### config.mk
export PLATFORM = sky130hd
export DESIGN_NAME = plateau_level_detector
export DESIGN_NICKNAME = d
export VERILOG_FILES = /design/src/rtl/pld_pkg.sv /design/src/rtl/pld_queue.sv /design/src/rtl/pld_front.sv /design/src/rtl/pld_div.sv /design/src/rtl/pld_back.sv /design/src/rtl/plateau_level_detector.sv
export VERILOG_INCLUDE_DIRS = /design/src /design/src/rtl
export SDC_FILE = /design/constraint.sdc
export NUM_CORES = 2
export LEC_CHECK = 0
export BUFFER_PORTS_ARGS = -buffer_cell sky130_fd_sc_hd__buf_2
export CAP_MARGIN = 20
export CORE_MARGIN = 2
export CORE_UTILIZATION = 45
export CTS_CLUSTER_DIAMETER = 80
export CTS_CLUSTER_SIZE = 40
export DETAILED_ROUTE_END_ITERATION = 12
export SLEW_MARGIN = 0
export SYNTH_ARGS = -nofsm -noshare
export SYNTH_HDL_FRONTEND = slang
export SYNTH_SLANG_ARGS = --single-unit
### constraint.sdc
create_clock -name clock -period 11.7 [get_ports clock]
set_clock_uncertainty 0.05 [all_clocks]
set_input_delay 1.17 -clock clock [delete_from_list [all_inputs] [get_ports clock]]
set_output_delay 1.17 -clock clock [all_outputs]
set_load 0.1 [all_outputs]
### src/rtl/plateau_level_detector_assert.svh
// Assertion macros shared by the plateau level detector RTL.
`ifndef PLATEAU_LEVEL_DETECTOR_ASSERT_SVH
`define PLATEAU_LEVEL_DETECTOR_ASSERT_SVH

// Same-cycle implication, masked while reset is high.
`define PLD_ASSERT_IMP(lbl, ante, cons) \
   lbl: assert property (@(posedge clock) disable iff (reset) (ante) |-> (cons)) \
      else $error("plateau_level_detector: implication check failed");

// Next-cycle implication, checked during reset as well.
`define PLD_ASSERT_NXT(lbl, ante, cons) \
   lbl: assert property (@(posedge clock) (ante) |=> (cons)) \
      else $error("plateau_level_detector: next-cycle check failed");

`endif

### src/rtl/pld_pkg.sv
// Package with types, constants and register codes of the plateau level detector.
`timescale 1ns / 1ps

package pld_pkg;

   // default widths of the parameterised datapath
   localparam int SAMPLE_BITS_DEFAULT    = 16;
   localparam int RUN_COUNT_BITS_DEFAULT = 24;

   // fixed widths
   localparam int LEVELS         = 3;
   localparam int REF_BITS       = 16;
   localparam int HALF_BITS      = 15;
   localparam int MIN_BITS       = 24;
   localparam int SUM_BITS       = 40;
   localparam int NUM_BITS       = SUM_BITS + 8;
   localparam int MEAN_BITS      = 24;
   localparam int TALLY_BITS     = 32;
   localparam int QUEUE_DEPTH    = 4;
   localparam int CSR_INDEX_BITS = 3;
   localparam int CSR_DATA_BITS  = 24;

   localparam logic [1:0] LEVEL_UNSTABLE = 2'd3;

   localparam logic signed [SUM_BITS-1:0] SUM_MAX = {1'b0, {(SUM_BITS-1){1'b1}}};
   localparam logic signed [SUM_BITS-1:0] SUM_MIN = {1'b1, {(SUM_BITS-1){1'b0}}};

   // register indexes of the configuration port
   localparam logic [CSR_INDEX_BITS-1:0] CSR_REF_LEVEL_0      = 3'd0;
   localparam logic [CSR_INDEX_BITS-1:0] CSR_REF_LEVEL_1      = 3'd1;
   localparam logic [CSR_INDEX_BITS-1:0] CSR_REF_LEVEL_2      = 3'd2;
   localparam logic [CSR_INDEX_BITS-1:0] CSR_BAND_HALF_WIDTH  = 3'd3;
   localparam logic [CSR_INDEX_BITS-1:0] CSR_STABLE_COUNT_MIN = 3'd4;
   localparam logic [CSR_INDEX_BITS-1:0] CSR_RANGE_FLOOR      = 3'd5;
   localparam logic [CSR_INDEX_BITS-1:0] CSR_RANGE_CEILING    = 3'd6;

   // sample classes
   typedef enum logic [1:0] {
      CLS_UNDER   = 2'd0,
      CLS_BAND    = 2'd1,
      CLS_OVER    = 2'd2,
      CLS_BETWEEN = 2'd3
   } class_type;

   typedef struct packed {
      logic [LEVELS-1:0][REF_BITS-1:0] ref_level;
      logic [HALF_BITS-1:0]            band_half_width;
      logic [MIN_BITS-1:0]             stable_count_min;
      logic [REF_BITS-1:0]             range_floor;
      logic [REF_BITS-1:0]             range_ceiling;
   } cfg_type;

   typedef struct packed {
      class_type  cls;
      logic [1:0] band;
      logic       last;
   } meta_type;

   typedef struct packed {
      logic start;
   } div_ctl_type;

   typedef struct packed {
      logic busy;
      logic done;
   } div_stat_type;

   typedef struct packed {
      logic dividing;
      logic emitting;
   } bk_status_type;

   typedef struct packed {
      logic                             status;
      logic [LEVELS-1:0]                done_flags;
      logic [LEVELS-1:0][MEAN_BITS-1:0] mean;
      logic [TALLY_BITS-1:0]            total_count;
      logic [TALLY_BITS-1:0]            under_range_count;
      logic [TALLY_BITS-1:0]            over_range_count;
   } rsp_type;

endpackage

### src/rtl/pld_queue.sv
// Short register queue between the classifying front and the run-tracking back.
`timescale 1ns / 1ps

module pld_queue #(
   parameter int WIDTH = 8,
   parameter int DEPTH = 4
) (
   input  logic             clock,
   input  logic             reset,
   input  logic             push,
   input  logic [WIDTH-1:0] wdata,
   input  logic             pop,
   output logic [WIDTH-1:0] rdata,
   output logic             valid,
   output logic             full
);

   localparam int PTR_BITS = (DEPTH > 1) ? $clog2(DEPTH) : 1;
   localparam int CNT_BITS = $clog2(DEPTH + 1);

   logic [WIDTH-1:0]    ent_ff [DEPTH];
   logic [PTR_BITS-1:0] wr_ptr_ff, wr_ptr_in;
   logic [PTR_BITS-1:0] rd_ptr_ff, rd_ptr_in;
   logic [CNT_BITS-1:0] fill_ff, fill_in;
   logic                do_push, do_pop;

   assign full    = (fill_ff == CNT_BITS'(DEPTH));
   assign valid   = (fill_ff != '0);
   assign do_push = push && !full;
   assign do_pop  = pop && valid;
   assign rdata   = ent_ff[rd_ptr_ff];

   // advance pointers with wrap, track fill level
   always_comb begin
      wr_ptr_in = wr_ptr_ff;
      rd_ptr_in = rd_ptr_ff;
      fill_in   = fill_ff;
      if (do_push) begin
         wr_ptr_in = (wr_ptr_ff == PTR_BITS'(DEPTH - 1)) ? '0 : wr_ptr_ff + 1'b1;
      end
      if (do_pop) begin
         rd_ptr_in = (rd_ptr_ff == PTR_BITS'(DEPTH - 1)) ? '0 : rd_ptr_ff + 1'b1;
      end
      if (do_push && !do_pop) begin
         fill_in = fill_ff + 1'b1;
      end else if (do_pop && !do_push) begin
         fill_in = fill_ff - 1'b1;
      end
   end

   always_ff @(posedge clock) begin
      if (reset) begin
         wr_ptr_ff <= '0;
         rd_ptr_ff <= '0;
         fill_ff   <= '0;
      end else begin
         wr_ptr_ff <= wr_ptr_in;
         rd_ptr_ff <= rd_ptr_in;
         fill_ff   <= fill_in;
      end
   end

   // store the entry
   always_ff @(posedge clock) begin
      if (do_push) begin
         ent_ff[wr_ptr_ff] <= wdata;
      end
   end

endmodule

### src/rtl/pld_front.sv
// Front end: takes samples and sorts them against floor, bands and ceiling.
`timescale 1ns / 1ps

module pld_front #(
   parameter int SAMPLE_BITS = pld_pkg::SAMPLE_BITS_DEFAULT
) (
   input  logic                          req_valid,
   output logic                          req_stall,
   input  logic signed [SAMPLE_BITS-1:0] req_sample,
   input  logic                          req_last,
   input  pld_pkg::cfg_type              cfg,
   input  logic                          q_full,
   output logic                          q_push,
   output pld_pkg::meta_type             meta
);

   import pld_pkg::*;

   localparam int CMP_BITS = ((SAMPLE_BITS > REF_BITS + 1) ? SAMPLE_BITS : REF_BITS + 1) + 1;

   logic signed [CMP_BITS-1:0] x_ext;
   logic signed [CMP_BITS-1:0] half_ext;
   logic signed [CMP_BITS-1:0] floor_ext;
   logic signed [CMP_BITS-1:0] ceil_ext;
   logic signed [CMP_BITS-1:0] lo_ext [LEVELS];
   logic signed [CMP_BITS-1:0] hi_ext [LEVELS];
   logic [LEVELS-1:0]          in_band;
   logic                       under, over;

   // hold the sender off while the queue is full
   assign req_stall = q_full;
   assign q_push    = req_valid;

   assign x_ext     = CMP_BITS'(req_sample);
   assign half_ext  = CMP_BITS'($signed({1'b0, cfg.band_half_width}));
   assign floor_ext = CMP_BITS'($signed(cfg.range_floor));
   assign ceil_ext  = CMP_BITS'($signed(cfg.range_ceiling));

   // open interval test per band
   always_comb begin
      for (int k = 0; k < LEVELS; k++) begin
         lo_ext[k]  = CMP_BITS'($signed(cfg.ref_level[k])) - half_ext;
         hi_ext[k]  = CMP_BITS'($signed(cfg.ref_level[k])) + half_ext;
         in_band[k] = (x_ext > lo_ext[k]) && (x_ext < hi_ext[k]);
      end
   end

   assign under = (x_ext < floor_ext);
   assign over  = (x_ext > ceil_ext);

   // classify: floor first, then lowest band, then ceiling
   always_comb begin
      meta.last = req_last;
      meta.band = LEVEL_UNSTABLE;
      if (in_band[0]) begin
         meta.band = 2'd0;
      end else if (in_band[1]) begin
         meta.band = 2'd1;
      end else if (in_band[2]) begin
         meta.band = 2'd2;
      end
      if (under) begin
         meta.cls = CLS_UNDER;
      end else if (in_band != '0) begin
         meta.cls = CLS_BAND;
      end else if (over) begin
         meta.cls = CLS_OVER;
      end else begin
         meta.cls = CLS_BETWEEN;
      end
   end

endmodule

### src/rtl/pld_div.sv
// Restoring divider, one quotient bit a cycle, for the buffer-end means.
`timescale 1ns / 1ps

module pld_div #(
   parameter int DEN_BITS = pld_pkg::RUN_COUNT_BITS_DEFAULT
) (
   input  logic                          clock,
   input  logic                          reset,
   input  pld_pkg::div_ctl_type          ctl,
   input  logic [pld_pkg::NUM_BITS-1:0]  numer,
   input  logic [DEN_BITS-1:0]           denom,
   output logic [pld_pkg::NUM_BITS-1:0]  quotient,
   output pld_pkg::div_stat_type         stat
);

   import pld_pkg::*;

   localparam int STEP_BITS = $clog2(NUM_BITS + 1);

   logic [NUM_BITS-1:0]  num_ff, num_in;
   logic [DEN_BITS-1:0]  rem_ff, rem_in;
   logic [DEN_BITS-1:0]  den_ff, den_in;
   logic [STEP_BITS-1:0] step_ff, step_in;
   logic                 busy_ff, busy_in;
   logic                 done_ff, done_in;
   logic [DEN_BITS:0]    trial;
   logic [DEN_BITS:0]    diff;
   logic                 fits;

   assign trial = {rem_ff, num_ff[NUM_BITS-1]};
   assign diff  = trial - {1'b0, den_ff};
   assign fits  = (trial >= {1'b0, den_ff});

   // load on start, then shift one quotient bit in per cycle
   always_comb begin
      num_in  = num_ff;
      rem_in  = rem_ff;
      den_in  = den_ff;
      step_in = step_ff;
      busy_in = busy_ff;
      done_in = 1'b0;
      if (busy_ff) begin
         num_in  = {num_ff[NUM_BITS-2:0], fits};
         rem_in  = fits ? diff[DEN_BITS-1:0] : trial[DEN_BITS-1:0];
         step_in = step_ff - 1'b1;
         if (step_ff == STEP_BITS'(1)) begin
            busy_in = 1'b0;
            done_in = 1'b1;
         end
      end else if (ctl.start) begin
         num_in  = numer;
         rem_in  = '0;
         den_in  = denom;
         step_in = STEP_BITS'(NUM_BITS);
         busy_in = 1'b1;
      end
   end

   always_ff @(posedge clock) begin
      if (reset) begin
         busy_ff <= 1'b0;
         done_ff <= 1'b0;
         step_ff <= '0;
      end else begin
         busy_ff <= busy_in;
         done_ff <= done_in;
         step_ff <= step_in;
      end
   end

   always_ff @(posedge clock) begin
      num_ff <= num_in;
      rem_ff <= rem_in;
      den_ff <= den_in;
   end

   assign quotient  = num_ff;
   assign stat.busy = busy_ff;
   assign stat.done = done_ff;

endmodule

### src/rtl/pld_back.sv
// Back end: tracks runs, captures plateaus, keeps counters and builds the report.
`timescale 1ns / 1ps

module pld_back #(
   parameter int SAMPLE_BITS    = pld_pkg::SAMPLE_BITS_DEFAULT,
   parameter int RUN_COUNT_BITS = pld_pkg::RUN_COUNT_BITS_DEFAULT
) (
   input  logic                          clock,
   input  logic                          reset,
   input  pld_pkg::cfg_type              cfg,
   input  logic                          q_valid,
   input  logic signed [SAMPLE_BITS-1:0] q_sample,
   input  pld_pkg::meta_type             q_meta,
   output logic                          q_pop,
   output pld_pkg::div_ctl_type          div_ctl,
   output logic [pld_pkg::NUM_BITS-1:0]  div_numer,
   output logic [RUN_COUNT_BITS-1:0]     div_denom,
   input  logic [pld_pkg::NUM_BITS-1:0]  div_quotient,
   input  pld_pkg::div_stat_type         div_stat,
   output pld_pkg::bk_status_type        status,
   output logic                          rsp_valid,
   input  logic                          rsp_stall,
   output pld_pkg::rsp_type              rsp
);

   import pld_pkg::*;

   localparam int CMPW = (RUN_COUNT_BITS > MIN_BITS) ? RUN_COUNT_BITS : MIN_BITS;

   localparam logic [NUM_BITS-1:0]  MEAN_LIMIT = NUM_BITS'(1) << (MEAN_BITS - 1);
   localparam logic [MEAN_BITS-1:0] MEAN_MAG   = MEAN_BITS'(1) << (MEAN_BITS - 1);
   localparam logic [MEAN_BITS-1:0] MEAN_POS   = MEAN_MAG - 1'b1;

   typedef enum logic [2:0] {
      ST_RUN  = 3'b001,
      ST_DIV  = 3'b010,
      ST_EMIT = 3'b100
   } bk_state_type;

   bk_state_type              state_ff, state_in;
   logic [1:0]                cur_ff, cur_in;
   logic [RUN_COUNT_BITS-1:0] cnt_ff, cnt_in;
   logic signed [SUM_BITS-1:0] sum_ff, sum_in;
   logic signed [SUM_BITS-1:0] cap_sum_ff [LEVELS];
   logic signed [SUM_BITS-1:0] cap_sum_in [LEVELS];
   logic [RUN_COUNT_BITS-1:0] cap_cnt_ff [LEVELS];
   logic [RUN_COUNT_BITS-1:0] cap_cnt_in [LEVELS];
   logic [LEVELS-1:0]         done_ff, done_in;
   logic [TALLY_BITS-1:0]     seen_ff, seen_in;
   logic [TALLY_BITS-1:0]     under_ff, under_in;
   logic [TALLY_BITS-1:0]     over_ff, over_in;
   logic [1:0]                idx_ff, idx_in;
   logic                      launched_ff, launched_in;
   logic [MEAN_BITS-1:0]      mean_ff [LEVELS];
   logic [MEAN_BITS-1:0]      mean_in [LEVELS];
   logic                      rsp_valid_ff, rsp_valid_in;
   rsp_type                   rsp_ff, rsp_in;
   logic                      rsp_load;

   logic [CMPW-1:0]           min_ext;
   logic                      chk_old, chk_new, leave_run;
   logic signed [SUM_BITS:0]  sum_wide;
   logic signed [SUM_BITS-1:0] sum_acc;
   logic signed [SUM_BITS-1:0] sel_sum;
   logic [RUN_COUNT_BITS-1:0] sel_cnt;
   logic [SUM_BITS-1:0]       sel_mag;
   logic                      sel_ok;
   logic [MEAN_BITS-1:0]      q_sat;
   logic [MEAN_BITS-1:0]      mean_val;

   assign min_ext = CMPW'(cfg.stable_count_min);

   // saturating accumulation of the run sum
   assign sum_wide = (SUM_BITS + 1)'(sum_ff) + (SUM_BITS + 1)'(q_sample);
   always_comb begin
      if (sum_wide[SUM_BITS] != sum_wide[SUM_BITS-1]) begin
         sum_acc = sum_wide[SUM_BITS] ? SUM_MIN : SUM_MAX;
      end else begin
         sum_acc = sum_wide[SUM_BITS-1:0];
      end
   end

   // divider operands for the level being reported
   assign sel_sum   = cap_sum_ff[idx_ff];
   assign sel_cnt   = cap_cnt_ff[idx_ff];
   assign sel_ok    = done_ff[idx_ff] && (sel_cnt != '0);
   assign sel_mag   = sel_sum[SUM_BITS-1] ? SUM_BITS'(-sel_sum) : SUM_BITS'(sel_sum);
   assign div_numer = {sel_mag, 8'h00} + NUM_BITS'(sel_cnt >> 1);
   assign div_denom = sel_cnt;

   // round-to-nearest magnitude back to signed Q16.8 with saturation
   assign q_sat = (div_quotient > MEAN_LIMIT) ? MEAN_MAG : div_quotient[MEAN_BITS-1:0];
   always_comb begin
      if (!sel_ok) begin
         mean_val = '0;
      end else if (sel_sum[SUM_BITS-1]) begin
         mean_val = MEAN_BITS'(-q_sat);
      end else if (q_sat == MEAN_MAG) begin
         mean_val = MEAN_POS;
      end else begin
         mean_val = q_sat;
      end
   end

   assign chk_old = (cur_ff != LEVEL_UNSTABLE) && (CMPW'(cnt_ff) > min_ext);

   // sequence: run tracking, three divisions, then hand over the report
   always_comb begin
      state_in     = state_ff;
      cur_in       = cur_ff;
      cnt_in       = cnt_ff;
      sum_in       = sum_ff;
      cap_sum_in   = cap_sum_ff;
      cap_cnt_in   = cap_cnt_ff;
      done_in      = done_ff;
      seen_in      = seen_ff;
      under_in     = under_ff;
      over_in      = over_ff;
      idx_in       = idx_ff;
      launched_in  = launched_ff;
      mean_in      = mean_ff;
      q_pop        = 1'b0;
      div_ctl      = '0;
      rsp_load     = 1'b0;
      leave_run    = 1'b0;
      chk_new      = 1'b0;
      case (state_ff)
         ST_RUN: begin
            if (q_valid) begin
               q_pop   = 1'b1;
               seen_in = (&seen_ff) ? seen_ff : seen_ff + 1'b1;
               case (q_meta.cls)
                  CLS_UNDER: begin
                     leave_run = 1'b1;
                     under_in  = (&under_ff) ? under_ff : under_ff + 1'b1;
                  end
                  CLS_BAND: begin
                     if (cur_ff == q_meta.band) begin
                        if (!(&cnt_ff)) begin
                           cnt_in = cnt_ff + 1'b1;
                           sum_in = sum_acc;
                        end
                     end else begin
                        leave_run = 1'b1;
                        cur_in    = q_meta.band;
                        cnt_in    = RUN_COUNT_BITS'(1);
                        sum_in    = SUM_BITS'(q_sample);
                     end
                  end
                  CLS_OVER: begin
                     leave_run = 1'b1;
                     over_in   = (&over_ff) ? over_ff : over_ff + 1'b1;
                  end
                  default: begin
                     // between bands: drop to unstable
                     leave_run = 1'b1;
                     cur_in    = LEVEL_UNSTABLE;
                     cnt_in    = '0;
                     sum_in    = '0;
                  end
               endcase
               // capture the run that was left
               for (int k = 0; k < LEVELS; k++) begin
                  if (leave_run && chk_old && (cur_ff == 2'(k))) begin
                     cap_sum_in[k] = sum_ff;
                     cap_cnt_in[k] = cnt_ff;
                     done_in[k]    = 1'b1;
                  end
               end
               // buffer end: capture the open run too, then start the report
               if (q_meta.last) begin
                  chk_new = (cur_in != LEVEL_UNSTABLE) && (CMPW'(cnt_in) > min_ext);
                  for (int k = 0; k < LEVELS; k++) begin
                     if (chk_new && (cur_in == 2'(k))) begin
                        cap_sum_in[k] = sum_in;
                        cap_cnt_in[k] = cnt_in;
                        done_in[k]    = 1'b1;
                     end
                  end
                  state_in    = ST_DIV;
                  idx_in      = '0;
                  launched_in = 1'b0;
               end
            end
         end
         ST_DIV: begin
            if (!launched_ff) begin
               div_ctl.start = 1'b1;
               launched_in   = 1'b1;
            end else if (div_stat.done) begin
               mean_in[idx_ff] = mean_val;
               launched_in     = 1'b0;
               if (idx_ff == 2'(LEVELS - 1)) begin
                  state_in = ST_EMIT;
               end else begin
                  idx_in = idx_ff + 1'b1;
               end
            end
         end
         ST_EMIT: begin
            if (!rsp_valid_ff || !rsp_stall) begin
               rsp_load = 1'b1;
               state_in = ST_RUN;
            end
         end
         default: begin
            state_in = ST_RUN;
         end
      endcase
   end

   // assemble the report
   always_comb begin
      rsp_in                   = rsp_ff;
      rsp_valid_in             = rsp_stall ? rsp_valid_ff : 1'b0;
      if (rsp_load) begin
         rsp_valid_in             = 1'b1;
         rsp_in.status            = (done_ff != '1);
         rsp_in.done_flags        = done_ff;
         for (int k = 0; k < LEVELS; k++) begin
            rsp_in.mean[k] = mean_ff[k];
         end
         rsp_in.total_count       = seen_ff;
         rsp_in.under_range_count = under_ff;
         rsp_in.over_range_count  = over_ff;
      end
   end

   always_ff @(posedge clock) begin
      if (reset) begin
         state_ff     <= ST_RUN;
         cur_ff       <= LEVEL_UNSTABLE;
         cnt_ff       <= '0;
         sum_ff       <= '0;
         done_ff      <= '0;
         seen_ff      <= '0;
         under_ff     <= '0;
         over_ff      <= '0;
         idx_ff       <= '0;
         launched_ff  <= 1'b0;
         rsp_valid_ff <= 1'b0;
         for (int k = 0; k < LEVELS; k++) begin
            cap_sum_ff[k] <= '0;
            cap_cnt_ff[k] <= '0;
         end
      end else begin
         state_ff     <= state_in;
         cur_ff       <= cur_in;
         cnt_ff       <= cnt_in;
         sum_ff       <= sum_in;
         done_ff      <= done_in;
         seen_ff      <= seen_in;
         under_ff     <= under_in;
         over_ff      <= over_in;
         idx_ff       <= idx_in;
         launched_ff  <= launched_in;
         rsp_valid_ff <= rsp_valid_in;
         cap_sum_ff   <= cap_sum_in;
         cap_cnt_ff   <= cap_cnt_in;
      end
   end

   always_ff @(posedge clock) begin
      mean_ff <= mean_in;
      rsp_ff  <= rsp_in;
   end

   assign rsp_valid       = rsp_valid_ff;
   assign rsp             = rsp_ff;
   assign status.dividing = (state_ff == ST_DIV);
   assign status.emitting = (state_ff == ST_EMIT);

endmodule

### src/rtl/plateau_level_detector.sv
// Top level of the plateau level detector: configuration, front, queue, back, divider.
//
//  channel | direction | handshake              | payload
//  --------+-----------+------------------------+--------------------------------------
//  req     | in        | req_valid / req_stall  | req_sample, req_last
//  rsp     | out       | rsp_valid / rsp_stall  | status, flags, three means, counters
//  csr     | in        | csr_valid / csr_ready  | csr_index, csr_wdata
//
//  One sample per cycle is taken into a four-entry queue while it is not full, and is
//  tracked by the back end at one entry per cycle while it is tracking runs.
//  On a sample marked last the back end holds the queue: three divisions (load, 48
//  steps of one result bit, collect) in the shared serial divider, then the load of
//  the report, which waits while an earlier report is still held.
//  The report then waits in the output register; the back end resumes once it is loaded.
//  Reset is synchronous, active high, and clears run state, captures and counters.
//  A full queue raises req_stall; rsp_stall holds the report in place.
`timescale 1ns / 1ps

module plateau_level_detector #(
   parameter int SAMPLE_BITS    = pld_pkg::SAMPLE_BITS_DEFAULT,
   parameter int RUN_COUNT_BITS = pld_pkg::RUN_COUNT_BITS_DEFAULT
) (
   input  logic                                 clock,
   input  logic                                 reset,
   input  logic                                 req_valid,
   output logic                                 req_stall,
   input  logic signed [SAMPLE_BITS-1:0]        req_sample,
   input  logic                                 req_last,
   output logic                                 rsp_valid,
   input  logic                                 rsp_stall,
   output logic                                 rsp_status,
   output logic [pld_pkg::LEVELS-1:0]           rsp_done_flags,
   output logic signed [pld_pkg::MEAN_BITS-1:0] rsp_mean_level_0,
   output logic signed [pld_pkg::MEAN_BITS-1:0] rsp_mean_level_1,
   output logic signed [pld_pkg::MEAN_BITS-1:0] rsp_mean_level_2,
   output logic [pld_pkg::TALLY_BITS-1:0]       rsp_total_count,
   output logic [pld_pkg::TALLY_BITS-1:0]       rsp_under_range_count,
   output logic [pld_pkg::TALLY_BITS-1:0]       rsp_over_range_count,
   input  logic                                 csr_valid,
   output logic                                 csr_ready,
   input  logic [pld_pkg::CSR_INDEX_BITS-1:0]   csr_index,
   input  logic [pld_pkg::CSR_DATA_BITS-1:0]    csr_wdata
);

   import pld_pkg::*;

   `include "plateau_level_detector_assert.svh"

   localparam int ENTRY_BITS = SAMPLE_BITS + $bits(meta_type);

   cfg_type                    cfg_ff, cfg_in;
   meta_type                   front_meta;
   meta_type                   q_meta;
   logic                       q_push, q_pop, q_valid, q_full;
   logic [ENTRY_BITS-1:0]      q_wdata, q_rdata;
   logic signed [SAMPLE_BITS-1:0] q_sample;
   div_ctl_type                div_ctl;
   div_stat_type               div_stat;
   logic [NUM_BITS-1:0]        div_numer, div_quotient;
   logic [RUN_COUNT_BITS-1:0]  div_denom;
   bk_status_type              bk_stat;
   rsp_type                    rsp;

   // configuration registers, always ready
   assign csr_ready = 1'b1;

   always_comb begin
      cfg_in = cfg_ff;
      if (csr_valid) begin
         case (csr_index)
            CSR_REF_LEVEL_0:      cfg_in.ref_level[0]     = csr_wdata[REF_BITS-1:0];
            CSR_REF_LEVEL_1:      cfg_in.ref_level[1]     = csr_wdata[REF_BITS-1:0];
            CSR_REF_LEVEL_2:      cfg_in.ref_level[2]     = csr_wdata[REF_BITS-1:0];
            CSR_BAND_HALF_WIDTH:  cfg_in.band_half_width  = csr_wdata[HALF_BITS-1:0];
            CSR_STABLE_COUNT_MIN: cfg_in.stable_count_min = csr_wdata[MIN_BITS-1:0];
            CSR_RANGE_FLOOR:      cfg_in.range_floor      = csr_wdata[REF_BITS-1:0];
            CSR_RANGE_CEILING:    cfg_in.range_ceiling    = csr_wdata[REF_BITS-1:0];
            default: begin
               cfg_in = cfg_ff;
            end
         endcase
      end
   end

   always_ff @(posedge clock) begin
      if (reset) begin
         cfg_ff.ref_level        <= '0;
         cfg_ff.band_half_width  <= '0;
         cfg_ff.stable_count_min <= '0;
         cfg_ff.range_floor      <= {1'b1, {(REF_BITS-1){1'b0}}};
         cfg_ff.range_ceiling    <= {1'b0, {(REF_BITS-1){1'b1}}};
      end else begin
         cfg_ff <= cfg_in;
      end
   end

   // classify incoming samples
   pld_front #(
      .SAMPLE_BITS (SAMPLE_BITS)
   ) u_front (
      .req_valid  (req_valid),
      .req_stall  (req_stall),
      .req_sample (req_sample),
      .req_last   (req_last),
      .cfg        (cfg_ff),
      .q_full     (q_full),
      .q_push     (q_push),
      .meta       (front_meta)
   );

   assign q_wdata = {req_sample, front_meta};

   pld_queue #(
      .WIDTH (ENTRY_BITS),
      .DEPTH (QUEUE_DEPTH)
   ) u_queue (
      .clock (clock),
      .reset (reset),
      .push  (q_push),
      .wdata (q_wdata),
      .pop   (q_pop),
      .rdata (q_rdata),
      .valid (q_valid),
      .full  (q_full)
   );

   assign q_sample = q_rdata[ENTRY_BITS-1 -: SAMPLE_BITS];
   assign q_meta   = q_rdata[$bits(meta_type)-1:0];

   // track runs and build the report
   pld_back #(
      .SAMPLE_BITS    (SAMPLE_BITS),
      .RUN_COUNT_BITS (RUN_COUNT_BITS)
   ) u_back (
      .clock        (clock),
      .reset        (reset),
      .cfg          (cfg_ff),
      .q_valid      (q_valid),
      .q_sample     (q_sample),
      .q_meta       (q_meta),
      .q_pop        (q_pop),
      .div_ctl      (div_ctl),
      .div_numer    (div_numer),
      .div_denom    (div_denom),
      .div_quotient (div_quotient),
      .div_stat     (div_stat),
      .status       (bk_stat),
      .rsp_valid    (rsp_valid),
      .rsp_stall    (rsp_stall),
      .rsp          (rsp)
   );

   pld_div #(
      .DEN_BITS (RUN_COUNT_BITS)
   ) u_div (
      .clock    (clock),
      .reset    (reset),
      .ctl      (div_ctl),
      .numer    (div_numer),
      .denom    (div_denom),
      .quotient (div_quotient),
      .stat     (div_stat)
   );

   // unpack the report onto the result ports
   assign rsp_status            = rsp.status;
   assign rsp_done_flags        = rsp.done_flags;
   assign rsp_mean_level_0      = rsp.mean[0];
   assign rsp_mean_level_1      = rsp.mean[1];
   assign rsp_mean_level_2      = rsp.mean[2];
   assign rsp_total_count       = rsp.total_count;
   assign rsp_under_range_count = rsp.under_range_count;
   assign rsp_over_range_count  = rsp.over_range_count;

   // checks across front, queue and back
   `PLD_ASSERT_IMP(a_pop_has_data, q_pop, q_valid)
   `PLD_ASSERT_IMP(a_no_pop_in_report, (bk_stat.dividing || bk_stat.emitting), !q_pop)
   `PLD_ASSERT_IMP(a_status_matches_flags, rsp_valid, (rsp_status == (rsp_done_flags != 3'b111)))
   `PLD_ASSERT_NXT(a_reset_clears_rsp, reset, !rsp_valid)

endmodule
==> results.toml <==
[setup_path]
startpoint = "u_back.cnt_ff[1]"
required_ns = 12.20
criticalPathCategory = "reg2reg"
cp-start-kind = "flop"
crit_fanout = 35
r2r_start = "u_back.cnt_ff[1]"
endpoint = "u_back.cap_sum_ff[60]"
r2r_setup_slack_ns = 4.31
cp_data_arrival_time_ns = 7.89
r2r_end = "u_back.cap_sum_ff[60]"
crit_path_end_kind = "flop"
r2r_cells = 20

[timing]
report.final.setup_viol = 0
tightest_slew_ns = 1.28
hold_violations = 0
finalSetupTns_ns = 0
rsz0062_at_grt = "false"
final_max_slew_viol_count = 0
max_freq_mhz = 135
min_period_over_period_pct = 63.2
slew-limit-headroom_pct = 14.4
min_period_ns = 7.39
setup_slack_ns = 4.31

[global_route]
antenna_found_initial = 4
grt_max_degree = 103
grtUsageTotal_pct = 23.3
grt_pass1_wl_um = 221000
grt_pass1_vias = 38200
overflow = 0

[finish]
nFillCells = 10900
area_growth_pct = 8.36
drive_above_1_share_pct = 9.22
fin_nets = 5940

[synth]
postSynthCellCount = 5482
async_reset_ff_share_pct = 0
synthTopCellsByCount = "a21oi_1, nand2_1, dfxtp_1, nor2_1, edfxtp_1"
synth_seq_cells = 924
synth_edf_count = 424
synth_nets = 5905
yosysTopAreaCell = "edfxtp_1"
synthFlopType = "dfxtp_1"
synth.most_common_cell = "a21oi_1"
syn-cell-area_sq_um = 51800
synth_area_per_cell_sq_um = 9.44
yosys_warnings = 0
ys_types = 106
synth_top_area_share_pct = 24.6
synth_area_leaders = "edfxtp_1, dfxtp_1, ha_1"
ys_seq_area_share_pct = 43.9

[drt]
via_per_inst = 5.86
wl_um = 142000
drt-wirelength-per-cell_um = 20.0
drc = 0
dr.pass1.iters = 5
ant_nets = 0
vias = 41400
drtIter0Drc = 4116

[cts]
clk_pin_slew_worst_paths_ns = 0.12
h-tree-depth = 2
postCtsSetupBuffers = 0
cts_tree = "done"
cts_buffers = 45
cts_root_buffer = "clkbuf_16"
insertion_delay_ns = 0.67
cts_max_path_buffers = 3
hold_buffers = 0
clock-sinks = 924
post_cts_resized = 0

[power_and_ir_drop]
p_leak_nw = 20.8
vdd_drop_max_v = 0.000150
power_density_nw_per_um2 = 195

[placed_design]
dp_hpwl_um = 101000
gp_congestion = 0.890
place_ws_ns = 4.43
io_buffers = 222

[status]
status = "completed"

[die]
die_h_um = 343
core.rowCount = 124
die_w_um = 343
core-area_sq_um = 114000
io_pins = 224
initial_utilization_pct = 45.3
dieArea_sq_um = 118000

[hold_path]
whs_path_depth = 0
min-delay-path-class = "reg2reg"

[run]
cap_viol_max_count = 0
[where the power goes]
part           internal (W)  switching, W  leakage, nW
Combinational       0.00162       0.00311         12.1
Clock              0.000877       0.00126        0.864
Sequential          0.00371      0.000390         7.85
[critical path: stages, from the launching register on]
cell,delay (ns)
dfxtp_1,0.42
ha_1,0.30
nand3_1,0.20
nor3_4,0.06
buf_4,0.23
nor4_2,0.59
nor2b_1,0.49
nand3_1,0.13
o31ai_1,0.60
ha_1,0.24
nand4_1,0.09
nor3_1,0.26
nand3_1,0.22
or2_2,0.34
o211ai_1,0.34
and3_1,0.89
a21oi_1,0.16
nor2_4,0.71
buf_4,0.51
nor2_1,0.08
a2111oi_0,0.35
[cell families after synthesis]
| logic type | after synthesis | share of synthesized area, % |
|---|---|---|
| AOI/OAI and AO/OA | 1612 | 20.0 |
| xor gates and xnor gates | 287 | 4.87 |
| adders and majority gates | 374 | 9.18 |
| buffers and inverters | 513 | 3.97 |
| DFF | 924 | 43.9 |
| muxes | 134 | 3.15 |
| other | 1 | 0.00724 |
| and+or+nand+nor | 1637 | 14.9 |
[cell usage in the layout, fill, tap and decap left out, types with 156 or more instances in the layout]
master      n
a21oi_1   550
buf_2     222
dfxtp_1   497
edfxtp_1  424
ha_1      364
inv_1     208
nand2_1   515
nor2_1    460
o21ai_0   245
xnor2_1   156
[routing by layer]
layer,vias to the layer above,wire [um],track usage [%],share of wire [%]
met3,171,7840,2.36,5.5
met1,19800,65000,33.3,46
met5,-,10,0,0.0071
met4,2,3310,5.68,2.3
met2,1177,65500,38.0,46
li1,20300,-,-,-
[metrics by stage]
| stage | instances | total power, W | utilization (%) | area (sq um) | hold slack, ns |
|---|---|---|---|---|---|
| 2_1_floorplan | 5482 | 0.00739 | - | 51800 | 0.350 |
| 3_3_place_gp | 6975 | 0.00870 | 47.4 | 54100 | 0.351 |
| 3_5_place_dp | 6976 | 0.00875 | 47.4 | 54100 | 0.355 |
| 4_1_cts | 7060 | 0.0109 | 49.0 | 56000 | 0.367 |
| 5_1_grt | 7070 | 0.0116 | 49.1 | 56100 | 0.375 |
| 6_report | 7070 | 0.0110 | 49.1 | 56100 | 0.363 |
[final cells by class]
| class | instances | area, sq um | share of cell area (%) |
|---|---|---|---|
| well taps | 1512 | 1890 | 3.37 |
| multi-input cells | 4045 | 27100 | 48.3 |
| diodes | 4 | 10.0 | 0.0178 |
| inverters | 211 | 795 | 1.42 |
| flip-flops and latches | 924 | 22800 | 40.5 |
| repair buffers | 290 | 1700 | 3.03 |
| clock inverters | 35 | 654 | 1.17 |
| clock buffers | 49 | 1190 | 2.13 |
[state kept, by name, summed over array words and instances, names as in the netlist, 6 cells and up, named ones only]
register / count
cfg_ff: 119
u_back.cap_cnt_ff: 72
u_back.cap_sum_ff: 120
u_back.cnt_ff: 24
u_back.mean_ff: 72
u_back.over_ff: 32
u_back.rsp: 172
u_back.seen_ff: 32
u_back.sum_ff: 40
u_back.under_ff: 32
u_div.den_ff: 24
u_div.quotient: 48
u_div.rem_ff: 24
u_div.step_ff: 6
u_queue.ent_ff: 84
[worst min-delay path by stage]
stage | from | to
5_1_grt | u_back.mean_ff[48] | u_back.rsp[96]
4_1_cts | u_back.mean_ff[36] | u_back.rsp[132]
3_5_place_dp | u_back.mean_ff[61] | u_back.rsp[109]
6_report | u_back.mean_ff[36] | u_back.rsp[132]
3_3_place_gp | u_back.mean_ff[60] | u_back.rsp[108]
2_1_floorplan | u_back.mean_ff[52] | u_back.rsp[100]
(Power assumes the default switching activity.)
